$ cat config.mk
export PLATFORM = sky130hd
export DESIGN_NAME = pp1d_front_flat
export DESIGN_NICKNAME = d
export VERILOG_FILES = /design/src/sv/pp1d_pkg.sv /design/src/sv/pp1d_if.sv /design/src/sv/pp1d_front.sv /design/src/flat_wrapper.sv
export SDC_FILE = /design/constraint.sdc
export NUM_CORES = 1
export LEC_CHECK = 0
export BUFFER_PORTS_ARGS = -buffer_cell sky130_fd_sc_hd__buf_4
export CAP_MARGIN = 20
export CORE_MARGIN = 8
export CORE_UTILIZATION = 40
export DETAILED_ROUTE_END_ITERATION = 8
export PLACE_DENSITY = 0.71
export SYNTH_ARGS = -nofsm -noshare
export SYNTH_HDL_FRONTEND = slang
export SYNTH_SLANG_ARGS = --single-unit
$ cat constraint.sdc
create_clock -name clk -period 9.85 [get_ports clk]
set_input_delay 2.955 -clock clk [delete_from_list [all_inputs] [get_ports clk]]
set_output_delay 2.955 -clock clk [all_outputs]
set_load 0.01 [all_outputs]
$ cat src/sv/pp1d_pkg.sv
// ----------------------------------------------------------------------------
// pp1d_pkg
// widths, codes and queue word type for the 1d particle push
// ----------------------------------------------------------------------------
`default_nettype none

package pp1d_pkg;

  localparam int CMD_W      = 2;
  localparam int NODE_IDX_W = 9;
  localparam int FIELD_W    = 32;
  localparam int POS_W      = 25;
  localparam int FRAC_W     = 16;
  localparam int VEL_W      = 32;
  localparam int GAIN_W     = 32;
  localparam int NODES_W    = 10;
  localparam int CFG_IDX_W  = 2;
  localparam int CFG_DATA_W = 32;

  localparam int NODE_COUNT_DEF = 512;
  localparam int MIN_NODES      = 2;
  localparam int QUEUE_DEPTH    = 4;

  localparam logic [NODES_W-1:0]   NODES_RESET      = 10'd401;
  localparam logic [CFG_IDX_W-1:0] REG_ACCEL_GAIN   = 2'd0;
  localparam logic [CFG_IDX_W-1:0] REG_NODES_IN_USE = 2'd1;

  typedef enum logic [CMD_W-1:0] {
    CMD_WRITE  = 2'd0,
    CMD_PUSH   = 2'd1,
    CMD_REWIND = 2'd2,
    CMD_IDLE   = 2'd3
  } cmd_t;

  typedef enum logic [1:0] {
    KIND_WRITE,
    KIND_PUSH,
    KIND_REWIND,
    KIND_PASS
  } kind_t;

  typedef struct packed {
    kind_t                        kind;
    logic [NODE_IDX_W-1:0]        node_index;
    logic signed [FIELD_W-1:0]    field_value;
    logic [POS_W-1:0]             position;
    logic signed [VEL_W-1:0]      velocity;
  } q_word_t;

  // width that holds both the node count register and the table depth
  function automatic int node_cnt_w(input int node_count);
    int w;
    w = $clog2(node_count + 1);
    return (w > NODES_W) ? w : NODES_W;
  endfunction

endpackage

`default_nettype wire

$ cat src/sv/pp1d_if.sv
// ----------------------------------------------------------------------------
// pp1d_if
// valid/ready channels for particle words and push results
// ----------------------------------------------------------------------------
`default_nettype none

interface pp1d_item_if;
  import pp1d_pkg::*;

  logic                       valid;
  logic                       ready;
  logic [CMD_W-1:0]           cmd;
  logic [NODE_IDX_W-1:0]      node_index;
  logic signed [FIELD_W-1:0]  field_value;
  logic [POS_W-1:0]           position;
  logic signed [VEL_W-1:0]    velocity;

  modport source (
    output valid, cmd, node_index, field_value, position, velocity,
    input  ready
  );

  modport sink (
    input  valid, cmd, node_index, field_value, position, velocity,
    output ready
  );
endinterface


`default_nettype wire

$ cat src/sv/pp1d_front.sv
// ----------------------------------------------------------------------------
// pp1d_front
// accepts words, sorts them by command and domain, and queues them in order
// ----------------------------------------------------------------------------
`default_nettype none

module pp1d_front #(
  parameter int NODE_COUNT = pp1d_pkg::NODE_COUNT_DEF
) (
  input  logic                                           clk,
  input  logic                                           rst,
  pp1d_item_if.sink                                      item,
  input  logic [pp1d_pkg::NODES_W-1:0]                   nodes_in_use,
  output logic [pp1d_pkg::node_cnt_w(NODE_COUNT)-1:0]    last_node,
  output pp1d_pkg::q_word_t                              head,
  output logic                                           head_valid,
  input  logic                                           pop
);
  import pp1d_pkg::*;

  localparam int CW = node_cnt_w(NODE_COUNT);
  localparam int PW = $clog2(QUEUE_DEPTH);

  logic [CW-1:0] nodes_ext;
  logic [CW-1:0] nodes_clamp;
  logic          outside;
  logic          node_ok;
  logic          keep;
  logic          push;
  kind_t         kind;
  q_word_t       word_in;

  q_word_t       words [QUEUE_DEPTH];
  logic [PW-1:0] wr_ptr;
  logic [PW-1:0] rd_ptr;
  logic [PW:0]   count;
  logic [PW:0]   count_next;

  // active node count clamped to the table
  always_comb begin
    nodes_ext = CW'(nodes_in_use);
    if (nodes_ext < CW'(MIN_NODES)) begin
      nodes_clamp = CW'(MIN_NODES);
    end else if (nodes_ext > CW'(NODE_COUNT)) begin
      nodes_clamp = CW'(NODE_COUNT);
    end else begin
      nodes_clamp = nodes_ext;
    end
    last_node = nodes_clamp - CW'(1);
  end

  assign outside = CW'(item.position[POS_W-1:FRAC_W]) >= last_node;
  assign node_ok = int'(item.node_index) < NODE_COUNT;

  always_comb begin
    keep = 1'b0;
    kind = KIND_PASS;
    unique case (cmd_t'(item.cmd)) inside
      CMD_WRITE: begin
        keep = node_ok;
        kind = KIND_WRITE;
      end
      CMD_PUSH, CMD_REWIND: begin
        keep = 1'b1;
        if (outside) begin
          kind = KIND_PASS;
        end else if (cmd_t'(item.cmd) == CMD_PUSH) begin
          kind = KIND_PUSH;
        end else begin
          kind = KIND_REWIND;
        end
      end
      default: begin
        keep = 1'b0;
        kind = KIND_PASS;
      end
    endcase
  end

  assign word_in = '{
    kind:        kind,
    node_index:  item.node_index,
    field_value: item.field_value,
    position:    item.position,
    velocity:    item.velocity
  };

  assign item.ready = count != (PW+1)'(QUEUE_DEPTH);
  assign push       = item.valid && item.ready && keep;
  assign head_valid = count != '0;
  assign head       = words[rd_ptr];

  always_comb begin
    case ({push, pop})
      2'b10:   count_next = count + (PW+1)'(1);
      2'b01:   count_next = count - (PW+1)'(1);
      default: count_next = count;
    endcase
  end

  always_ff @(posedge clk) begin
    if (rst) begin
      wr_ptr <= '0;
      rd_ptr <= '0;
      count  <= '0;
    end else begin
      if (push) begin
        wr_ptr <= wr_ptr + PW'(1);
      end
      if (pop) begin
        rd_ptr <= rd_ptr + PW'(1);
      end
      count <= count_next;
    end
  end

  always_ff @(posedge clk) begin
    if (push) begin
      words[wr_ptr] <= word_in;
    end
  end

endmodule

`default_nettype wire

$ cat src/flat_wrapper.sv
// flat-port wrapper written by rule: the top's interface ports become plain ports
module pp1d_front_flat import pp1d_pkg::*;
#(
  parameter int NODE_COUNT = pp1d_pkg::NODE_COUNT_DEF
)
  (clk, rst, nodes_in_use, last_node, head, head_valid, pop, item_valid, item_cmd, item_node_index, item_field_value, item_position, item_velocity, item_ready);
  pp1d_item_if item_i ();
  input  logic clk;
  input  logic rst;
  input  logic [pp1d_pkg::NODES_W-1:0] nodes_in_use;
  output logic [pp1d_pkg::node_cnt_w(NODE_COUNT)-1:0] last_node;
  output pp1d_pkg::q_word_t head;
  output logic head_valid;
  input  logic pop;
  input wire logic [$bits(item_i.valid)-1:0] item_valid;
  input wire logic [$bits(item_i.cmd)-1:0] item_cmd;
  input wire logic [$bits(item_i.node_index)-1:0] item_node_index;
  input wire logic [$bits(item_i.field_value)-1:0] item_field_value;
  input wire logic [$bits(item_i.position)-1:0] item_position;
  input wire logic [$bits(item_i.velocity)-1:0] item_velocity;
  output wire logic [$bits(item_i.ready)-1:0] item_ready;
  assign item_i.valid = item_valid;
  assign item_i.cmd = item_cmd;
  assign item_i.node_index = item_node_index;
  assign item_i.field_value = item_field_value;
  assign item_i.position = item_position;
  assign item_i.velocity = item_velocity;
  assign item_ready = item_i.ready;
  pp1d_front #(.NODE_COUNT(NODE_COUNT)) u_core (.clk(clk), .rst(rst), .item(item_i), .nodes_in_use(nodes_in_use), .last_node(last_node), .head(head), .head_valid(head_valid), .pop(pop));
endmodule
==> metrics.txt, run 1 <==
status=finished, final reports clean; Syn Std Cell Area=15400 um^2; critical path, cell by cell=buf_4 -> or4_4 -> or3_1 -> o311ai_1 -> ha_1 -> nand2_1 -> and3_1 -> a21o_1 -> buf_4; critical path's slowest cell=or4_4; CP arrival=5.47 ns; die area=45100 um^2; Inserted Diodes=0; Crit Path Max Fanout=9; maximum VDD drop=0.133 mV; crit path time final=8.42 ns; worst hold path type=flop to flop; Post-Synth Simple-Gate Area=1.72%; # setup viols final=0; Top Ports=226; Final Hold Vio Count=0; crit path kind=primary input to primary output; count leader, synth=edfxtp_1; Overflow after GRT=0; cell area after layout=19000 um^2; clk buf depth=3; yosys warns=0; Routed Antenna Nets=0; RSZ-0062 raised after global routing=no; clk_lat worst skew=0.55 ns; # H-tree levels=2; Vias=7278; die height=212 um; synth unique cells=40; Worst-Margin Slew=1.06 ns; final slew viol count=0; most instantiated cells after synthesis=edfxtp_1, mux4_2, ha_1, nor2_1, inv_1; starting density of the core=40.2%; max_cap viols=0; Worst Skew=0.0164 ns; adder-cell area share of the yosys netlist=1.67%; Vias/cell=5.01; fin nets=1038; CP most frequent cell=buf_4; DRT Wirelength=31000 um; post-DR wirelength/cell=21.3 um; CTS tree=built; global-route wire length before repair=47100 um; HPWL after DPL=18700 um; cell count after synthesis=658; CP peak stage delay=0.57 ns; gpl congestion=0.755; power per cell area=214 nW/um^2; initial antenna violation count=0; # resized after CTS=0; Buffers on Ports=224; Remaining DRCs=0; share of layout cells above drive strength 1=42.6%; synthesized flop and latch total=409; clock-pin transition on the worst setup and hold timing paths=0.05 ns; multiplexer share of the synthesized area=14.8%; synth top area cells=edfxtp_1, mux4_2, ha_1, dfxtp_1, nor2_1; Post-synth EDFFs=400; Row Count=72; initial DRC count=364; Mapped Nets=792; DP Area=17700 um^2; cts bufs inserted=42; GRT Total Usage=13.8%; Synth area leader=edfxtp_1; synthesis-to-layout area growth=23.4%; Die Wd=212 um; drt pass-1 iters=6; XOR/XNOR Fraction of Synth Area=0.341%; Post-CTS Setup Bufs=0; Rel. slew slack=29.3%; largest net degree at the start of global routing=67; ys async rst share=0%; largest family of logic cells by synthesized area=multiplexers; Fin Setup TNS=0 ns; worst hold margin=0.490 ns; Max Clock Freq=0.119 GHz; Core Box Area=38400 um^2; Syn Area/Cell=23.4 um^2; proportion of synthesized chip area in sequential cells=79.1%; static leakage=6.42 nW; vias in the first global route=8109; CTS root buf=clkbuf_16; CTS Sinks=409; post-synth top area share=78.0%; startpoint types=primary input; Worst setup EP type=primary output; utilization after layout=49.5%; Crit path required time=6.90 ns; Most used DFF post-synth=edfxtp_1; Compound-Gate Fraction of Synth Area=1.19%; part of the cycle the worst path needs=85.5%; hold buffer count at cts=0
[state kept, by name, summed over array words and instances (netlist names), named ones only]
name and cells:
u_core.count 3, u_core.wr_ptr 2, u_core.words 400, u_core.rd_ptr 2
[final timing paths]
| check | start | end | slack [ns] | cells past startpoint |
|---|---|---|---|---|
| setup / recovery | nodes_in_use[3] | last_node[6] | 1.43 | 9 |
| hold / removal | u_core.count[2] | u_core.count[2] | 0.49 | 2 |
| setup reg to reg | u_core.count[0] | u_core.words[3][9] | 7.03 | 4 |
| hold reg to reg | u_core.count[2] | u_core.count[2] | 0.49 | 2 |
[cell families after synthesis]
kind of cell / after synthesis
and+or+nand+nor: 49
other: 1
adders and majority gates: 20
muxes: 102
buffers and inverters: 42
xor gates and xnor gates: 6
DFF: 409
AOI/OAI and AO/OA: 29
[placed cells by master (no fill, tap or decap), types with 7 or more instances in the layout]
cell	count
nor2_1	15
ha_1	19
edfxtp_1	400
dfxtp_1	7
clkbuf_1	12
inv_1	13
mux4_2	100
nand2_1	7
o21ai_0	7
buf_4	229
clkbuf_16	43
[critical path, delay by kind of cell]
kind                       cells  cell delay, ns
buffers and inverters          2            0.28
AOI/OAI and AO/OA              2            0.57
and+or+nand+nor                4            1.22
adders and majority gates      1            0.44
[stage by stage]
step	setup WS [ns]	cells	total power [mW]
6_report	1.43	1453	4.06
5_1_grt	1.31	1453	4.22
3_5_place_dp	1.44	1378	2.59
3_3_place_gp	1.52	1378	2.58
4_1_cts	1.42	1453	4.13
2_1_floorplan	1.53	658	2.34
[final cells by class]
class                      instances  area [um^2]
fill                            3135        19400
sequential                       409        12200
multi-input combinational        207         3050
timing repair buffer             230         1740
clock buffer                      55         1120
tap                              518          648
clock inverter                    20          209
inverter                          14         52.6
[power by group]
| group | switching [mW] | leakage [nW] | internal [mW] |
|---|---|---|---|
| Sequential | 0.0351 | 3.72 | 2.02 |
| Combinational | 0.237 | 2.06 | 0.242 |
| Clock | 0.622 | 0.643 | 0.908 |
[per-layer routing]
metal	up-vias	global-route usage (%)	wire length (um)
met4	0	5.00	620
li1	3265	-	-
met2	212	23.3	15600
met5	-	0	0
met3	37	3.95	2260
met1	3764	16.8	12500
Power figures use the tool's default switching activity.
==> inputs of run 2 (changes only) <==
--- a/config.mk
+++ b/config.mk
@@ -5,12 +5,14 @@
 export SDC_FILE = /design/constraint.sdc
 export NUM_CORES = 1
 export LEC_CHECK = 0
-export BUFFER_PORTS_ARGS = -buffer_cell sky130_fd_sc_hd__buf_4
+export BUFFER_PORTS_ARGS = -buffer_cell sky130_fd_sc_hd__buf_2
 export CAP_MARGIN = 20
+export CELL_PAD_IN_SITES_DETAIL_PLACEMENT = 1
+export CELL_PAD_IN_SITES_GLOBAL_PLACEMENT = 1
 export CORE_MARGIN = 8
 export CORE_UTILIZATION = 40
 export DETAILED_ROUTE_END_ITERATION = 8
-export PLACE_DENSITY = 0.71
+export PLACE_DENSITY = 0.78
 export SYNTH_ARGS = -nofsm -noshare
 export SYNTH_HDL_FRONTEND = slang
 export SYNTH_SLANG_ARGS = --single-unit
==> run 2 against run 1 <==
Via count up 2.4%; combinational power down 8.8%; register-to-register slack worse by 0.02 ns; die area unchanged; setup slack better by 0.066 ns; wire length up 6.6%; clock power about the same; sequential power about the same; critical path type unchanged; highest routed layer unchanged.
==> metrics.txt, run 2 (synthesis results as in run 1) <==
clk buf depth=3; critical path's slowest cell=or4_4; power per cell area=216 nW/um^2; global-route wire length before repair=50000 um; commonest non-fill, non-tap cell in the layout=edfxtp_1; Fin Setup TNS=0 ns; CTS Sinks=409; cts bufs inserted=43; Largest register FFs=400; drt pass-1 iters=4; setup ws final=1.49 ns; critical path buffer and inverter count=2; Final Hold Vio Count=0; most frequent cells in the layout=edfxtp_1, buf_2, mux4_2, clkbuf_16, ha_1; final cell count without fillers=1459; launch point of the worst reg-to-reg path=u_core.count[0]; CP arrival=5.40 ns; # setup viols final=0; worst setup path end=last_node[6]; Row Count=72; HPWL after DPL=21000 um; Remaining DRCs=0; share of layout cells above drive strength 1=42.4%; DRT Wirelength=33000 um; starting density of the core=40.2%; Buffers on Ports=224; Worst setup EP type=primary output; Die Wd=212 um; part of the cycle the worst path needs=84.8%; clock-pin transition on the worst setup and hold timing paths=0.06 ns; status=finished, final reports clean; fin nets=1041; final slew viol count=0; gpl congestion=0.752; CTS tree=built; crit path kind=primary input to primary output; Crit. Startpoint=nodes_in_use[3]; CTS root buf=clkbuf_16; utilization after layout=48.1%; top flop regs=u_core.words x400, u_core.count x3; Post-CTS Setup Bufs=0; vias in the first global route=8405; R2R depth=4; die height=212 um; synthesis-to-layout area growth=19.8%; Overflow after GRT=0; Vias=7452; CP delay by family, top=simple AND/OR/NAND/NOR gates; Crit Path Max Fanout=9; Levels on crit path=9; # H-tree levels=2; Routed Antenna Nets=0; hold buffer count at cts=0; Crit path required time=6.90 ns; Worst-Margin Slew=0.916 ns; worst hold path type=flop to flop; startpoint types=primary input; critical path, cell by cell=buf_2 -> or4_4 -> or3_1 -> o311ai_1 -> ha_1 -> nand2_1 -> and3_1 -> a21o_1 -> buf_2; Max Clock Freq=0.120 GHz; post-DR wirelength/cell=22.6 um; CP peak stage delay=0.57 ns; Reg2Reg Capture Point=u_core.words[3][13]; Top Ports=226; worst hold margin=0.529 ns; Worst Skew=0.0217 ns; crit path time final=8.36 ns; Core Box Area=38400 um^2; Total Power=3.99 mW; GRT Total Usage=14.6%; pre-CTS setup slack=1.49 ns; Rel. slew slack=38.9%; placed cells=1379; clk_lat worst skew=0.54 ns; max_cap viols=0; die area=45100 um^2; # resized after CTS=0; initial antenna violation count=1; largest net degree at the start of global routing=57; CP most frequent cell=buf_2; DP Area=17100 um^2; R2R setup slack=7.01 ns; Vias/cell=5.11; maximum VDD drop=0.141 mV; Biggest register=u_core.words; RSZ-0062 raised after global routing=no; cell area after layout=18500 um^2; initial DRC count=447; static leakage=6.24 nW
run 2: where the power goes:
part	switching [mW]	internal, mW
sequential	0.0326	2.02
clock	0.629	0.879
combinational	0.245	0.191
run 2: layout make-up:
cell class              count  area [um^2]
repair buffers            232         1200
diodes                      1         2.50
fillers                  3617        19900
multi-input cells         207         3050
clock inverters            19          141
clock buffers              59         1170
inverters                  14         52.6
well taps                 518          648
flip-flops and latches    409        12200
run 2: worst min-delay path by stage:
| stage | from | to | slack [ns] | depth (start not counted) |
|---|---|---|---|---|
| after floorplan | u_core.count[2] | u_core.count[2] | 0.46 | 2 |
| after global placement | u_core.count[2] | u_core.count[2] | 0.49 | 2 |
| after detailed placement | u_core.rd_ptr[1] | flop | 0.52 | 2 |
| after CTS | u_core.count[2] | u_core.count[2] | 0.53 | 2 |
| after global routing | u_core.rd_ptr[0] | flop | 0.58 | 2 |
| final | u_core.count[2] | u_core.count[2] | 0.53 | 2 |
run 2: layer usage:
layer	share of wire [%]	track usage, %	vias to the layer above
li1	-	-	3274
met1	42	18.5	3910
met2	49	24.5	233
met3	7.3	4.55	35
met4	1.5	3.78	0
met5	0	0	-
run 2: worst register-to-register path: stages, from the launching register on:
cell,delay [ns]
dfxtp_1,0.38
or3b_1,0.15
and3b_1,0.38
and2_4,0.70
buf_4,0.79
==> inputs of run 3 (changes only) <==
--- a/config.mk
+++ b/config.mk
@@ -5,6 +5,7 @@
 export SDC_FILE = /design/constraint.sdc
 export NUM_CORES = 1
 export LEC_CHECK = 0
+export ABC_AREA = 1
 export BUFFER_PORTS_ARGS = -buffer_cell sky130_fd_sc_hd__buf_2
 export CAP_MARGIN = 20
 export CELL_PAD_IN_SITES_DETAIL_PLACEMENT = 1
@@ -12,7 +13,7 @@
 export CORE_MARGIN = 8
 export CORE_UTILIZATION = 40
 export DETAILED_ROUTE_END_ITERATION = 8
-export PLACE_DENSITY = 0.78
+export PLACE_DENSITY = 0.84
 export SYNTH_ARGS = -nofsm -noshare
 export SYNTH_HDL_FRONTEND = slang
 export SYNTH_SLANG_ARGS = --single-unit
==> constraint.sdc (replaced) <==
create_clock -name clk -period 7.6 [get_ports clk]
set_input_delay 2.28 -clock clk [delete_from_list [all_inputs] [get_ports clk]]
set_output_delay 2.28 -clock clk [all_outputs]
set_load 0.01 [all_outputs]
==> run 3 against run 2 <==
Core utilization shrank 0.25 points; critical endpoint unchanged; power grew 29%; design area grew 2.0%; non-clock buffer count grew 5; wire length grew 22%; critical path depth grew 1; sequential power grew 28%; clock power grew 30%; global-route usage grew 2.2 points; clock-buffer cell count shrank 2; via count grew 37%; first-iteration DRC count grew 28%; critical path type unchanged.
==> metrics.txt, run 3 <==
Buffers on Ports=224; HPWL after DPL=24700 um; drt pass-1 iters=5; Vias=10174; Fin Setup TNS=0 ns; GRT Total Usage=16.8%; die height=215 um; critical path, cell by cell=buf_2 -> nor2_1 -> nand2_1 -> o21ai_2 -> ha_1 -> nand2_1 -> inv_1 -> nand3_1 -> xor2_2 -> buf_2; count leader, synth=edfxtp_1; Crit Path Max Fanout=8; DRT Wirelength=40200 um; clock-pin transition on the worst setup and hold timing paths=0.06 ns; hold buffer count at cts=0; Max Clock Freq=0.160 GHz; Largest register FFs=400; # resized after CTS=0; fin nets=1501; Most used DFF post-synth=edfxtp_1; global-route wire length before repair=61600 um; worst hold margin=0.496 ns; Biggest register=u_core.words; Post-synth EDFFs=400; top flop regs=u_core.words x400, u_core.count x3; Post-CTS Setup Bufs=0; static leakage=6.67 nW; synthesis-to-layout area growth=19.0%; Worst Skew=0.00887 ns; Vias/cell=5.28; Syn Area/Cell=13.7 um^2; vias in the first global route=10976; worst hold path type=flop to flop; part of the cycle the worst path needs=82.1%; initial antenna violation count=2; CTS tree=built; synth unique cells=35; critical path's slowest cell=o21ai_2; CTS root buf=clkbuf_16; Worst setup EP type=primary output; crit path kind=primary input to primary output; CTS Sinks=409; ys async rst share=0%; share of layout cells above drive strength 1=22.1%; Final Hold Vio Count=0; CP peak stage delay=0.33 ns; CP delay by family, top=simple AND/OR/NAND/NOR gates; synth top area cells=edfxtp_1, o21ai_0, nor2_1, o22ai_1, ha_1; commonest non-fill, non-tap cell in the layout=edfxtp_1; Row Count=73; proportion of synthesized chip area in sequential cells=77.0%; crit path time final=6.24 ns; DP Area=17500 um^2; Core Box Area=39400 um^2; Synth area leader=edfxtp_1; most instantiated cells after synthesis=edfxtp_1, nor2_1, o21ai_0, o22ai_1, clkbuf_1; most frequent cells in the layout=edfxtp_1, buf_2, nor2_1, o21ai_0, o22ai_1; starting density of the core=40.2%; critical path buffer and inverter count=3; utilization after layout=47.8%; CP arrival=3.96 ns; clk_lat worst skew=0.54 ns; pre-CTS setup slack=1.35 ns; power per cell area=273 nW/um^2; FILL cells=4071; setup ws final=1.36 ns; gpl congestion=0.806; final slew viol count=0; post-DR wirelength/cell=20.9 um; # setup viols final=0; startpoint types=primary input; cts bufs inserted=42; cell count after synthesis=1153; Rel. slew slack=27.3%; Syn Std Cell Area=15800 um^2; post-synth top area share=75.9%; clk buf depth=3; Overflow after GRT=0; die area=46200 um^2; cell area after layout=18800 um^2; Mapped Nets=1287; Remaining DRCs=0; RSZ-0062 raised after global routing=no; max_cap viols=0; Die Wd=215 um; Top Ports=226; Worst-Margin Slew=1.09 ns; # H-tree levels=2; maximum VDD drop=0.130 mV; largest net degree at the start of global routing=134; status=finished, final reports clean; yosys warns=0; Crit path required time=5.32 ns; synthesized flop and latch total=409; Routed Antenna Nets=0; initial DRC count=571
==> run 3: cell types whose count changed after synthesis, sizes merged, moves of 33 or more <==
| cell | delta |
|---|---|
| mux4 | -100 |
| o22ai | +100 |
| clkbuf | +43 |
| o21ai | +199 |
| nor2 | +209 |
| nand2 | +33 |
==> run 3: logic make-up after synthesis <==
kind of cell	count (synthesis)	synth area share, %
other	1	0.0237
buffers and inverters	110	2.77
xor gates and xnor gates	3	0.213
DFF	409	77.0
AOI/OAI and AO/OA	326	11.3
and+or+nand+nor	284	7.09
adders and majority gates	20	1.63
==> run 3: cell type report <==
| class | count | area, um^2 | share of cell area (%) |
|---|---|---|---|
| Timing Repair Buffer | 237 | 1260 | 6.67 |
| Antenna cell | 2 | 5.00 | 0.0266 |
| Inverter | 43 | 166 | 0.884 |
| Multi-Input combinational cell | 634 | 3230 | 17.2 |
| Clock inverter | 20 | 148 | 0.784 |
| Sequential cell | 409 | 12200 | 64.8 |
| Tap cell | 525 | 657 | 3.49 |
| Clock buffer | 57 | 1170 | 6.22 |
==> run 3: final timing paths <==
check | slack [ns] | cells after the start | startpoint | end
max | 1.36 | 10 | nodes_in_use[4] | last_node[6]
min | 0.50 | 2 | u_core.count[0] | u_core.count[0]
max reg2reg | 4.94 | 6 | u_core.count[2] | u_core.words[1][73]
min reg2reg | 0.50 | 2 | u_core.count[0] | u_core.count[0]
==> run 3: power by group <==
| part | total (mW) | switching, mW | internal, mW | leakage, nW |
|---|---|---|---|---|
| clock network | 1.97 | 0.817 | 1.15 | 0.631 |
| logic | 0.544 | 0.372 | 0.172 | 2.32 |
| registers | 2.63 | 0.0349 | 2.60 | 3.72 |
==> run 3: metal layers <==
layer	vias to the layer above	share of wire [%]	routed length, um	GRT usage (%)
met5	-	0.020	8	0
met4	2	1.8	728	4.94
met3	52	5.6	2270	4.10
met2	261	51	20600	29.7
met1	5162	41	16600	20.1
li1	4697	-	-	-
==> run 3: through the flow <==
stage | total power [mW] | std cells
after CTS | 5.20 | 1925
after floorplan | 2.97 | 1153
final | 5.14 | 1927
after detailed placement | 3.23 | 1848
after global routing | 5.32 | 1926
after global placement | 3.19 | 1848
==> run 3: worst register-to-register path, delay by kind of cell (launching register included) <==
kind / cells / cell delay (ns)
simple gates: 3 / 1.36
flops: 1 / 0.30
buf+inv: 3 / 0.66
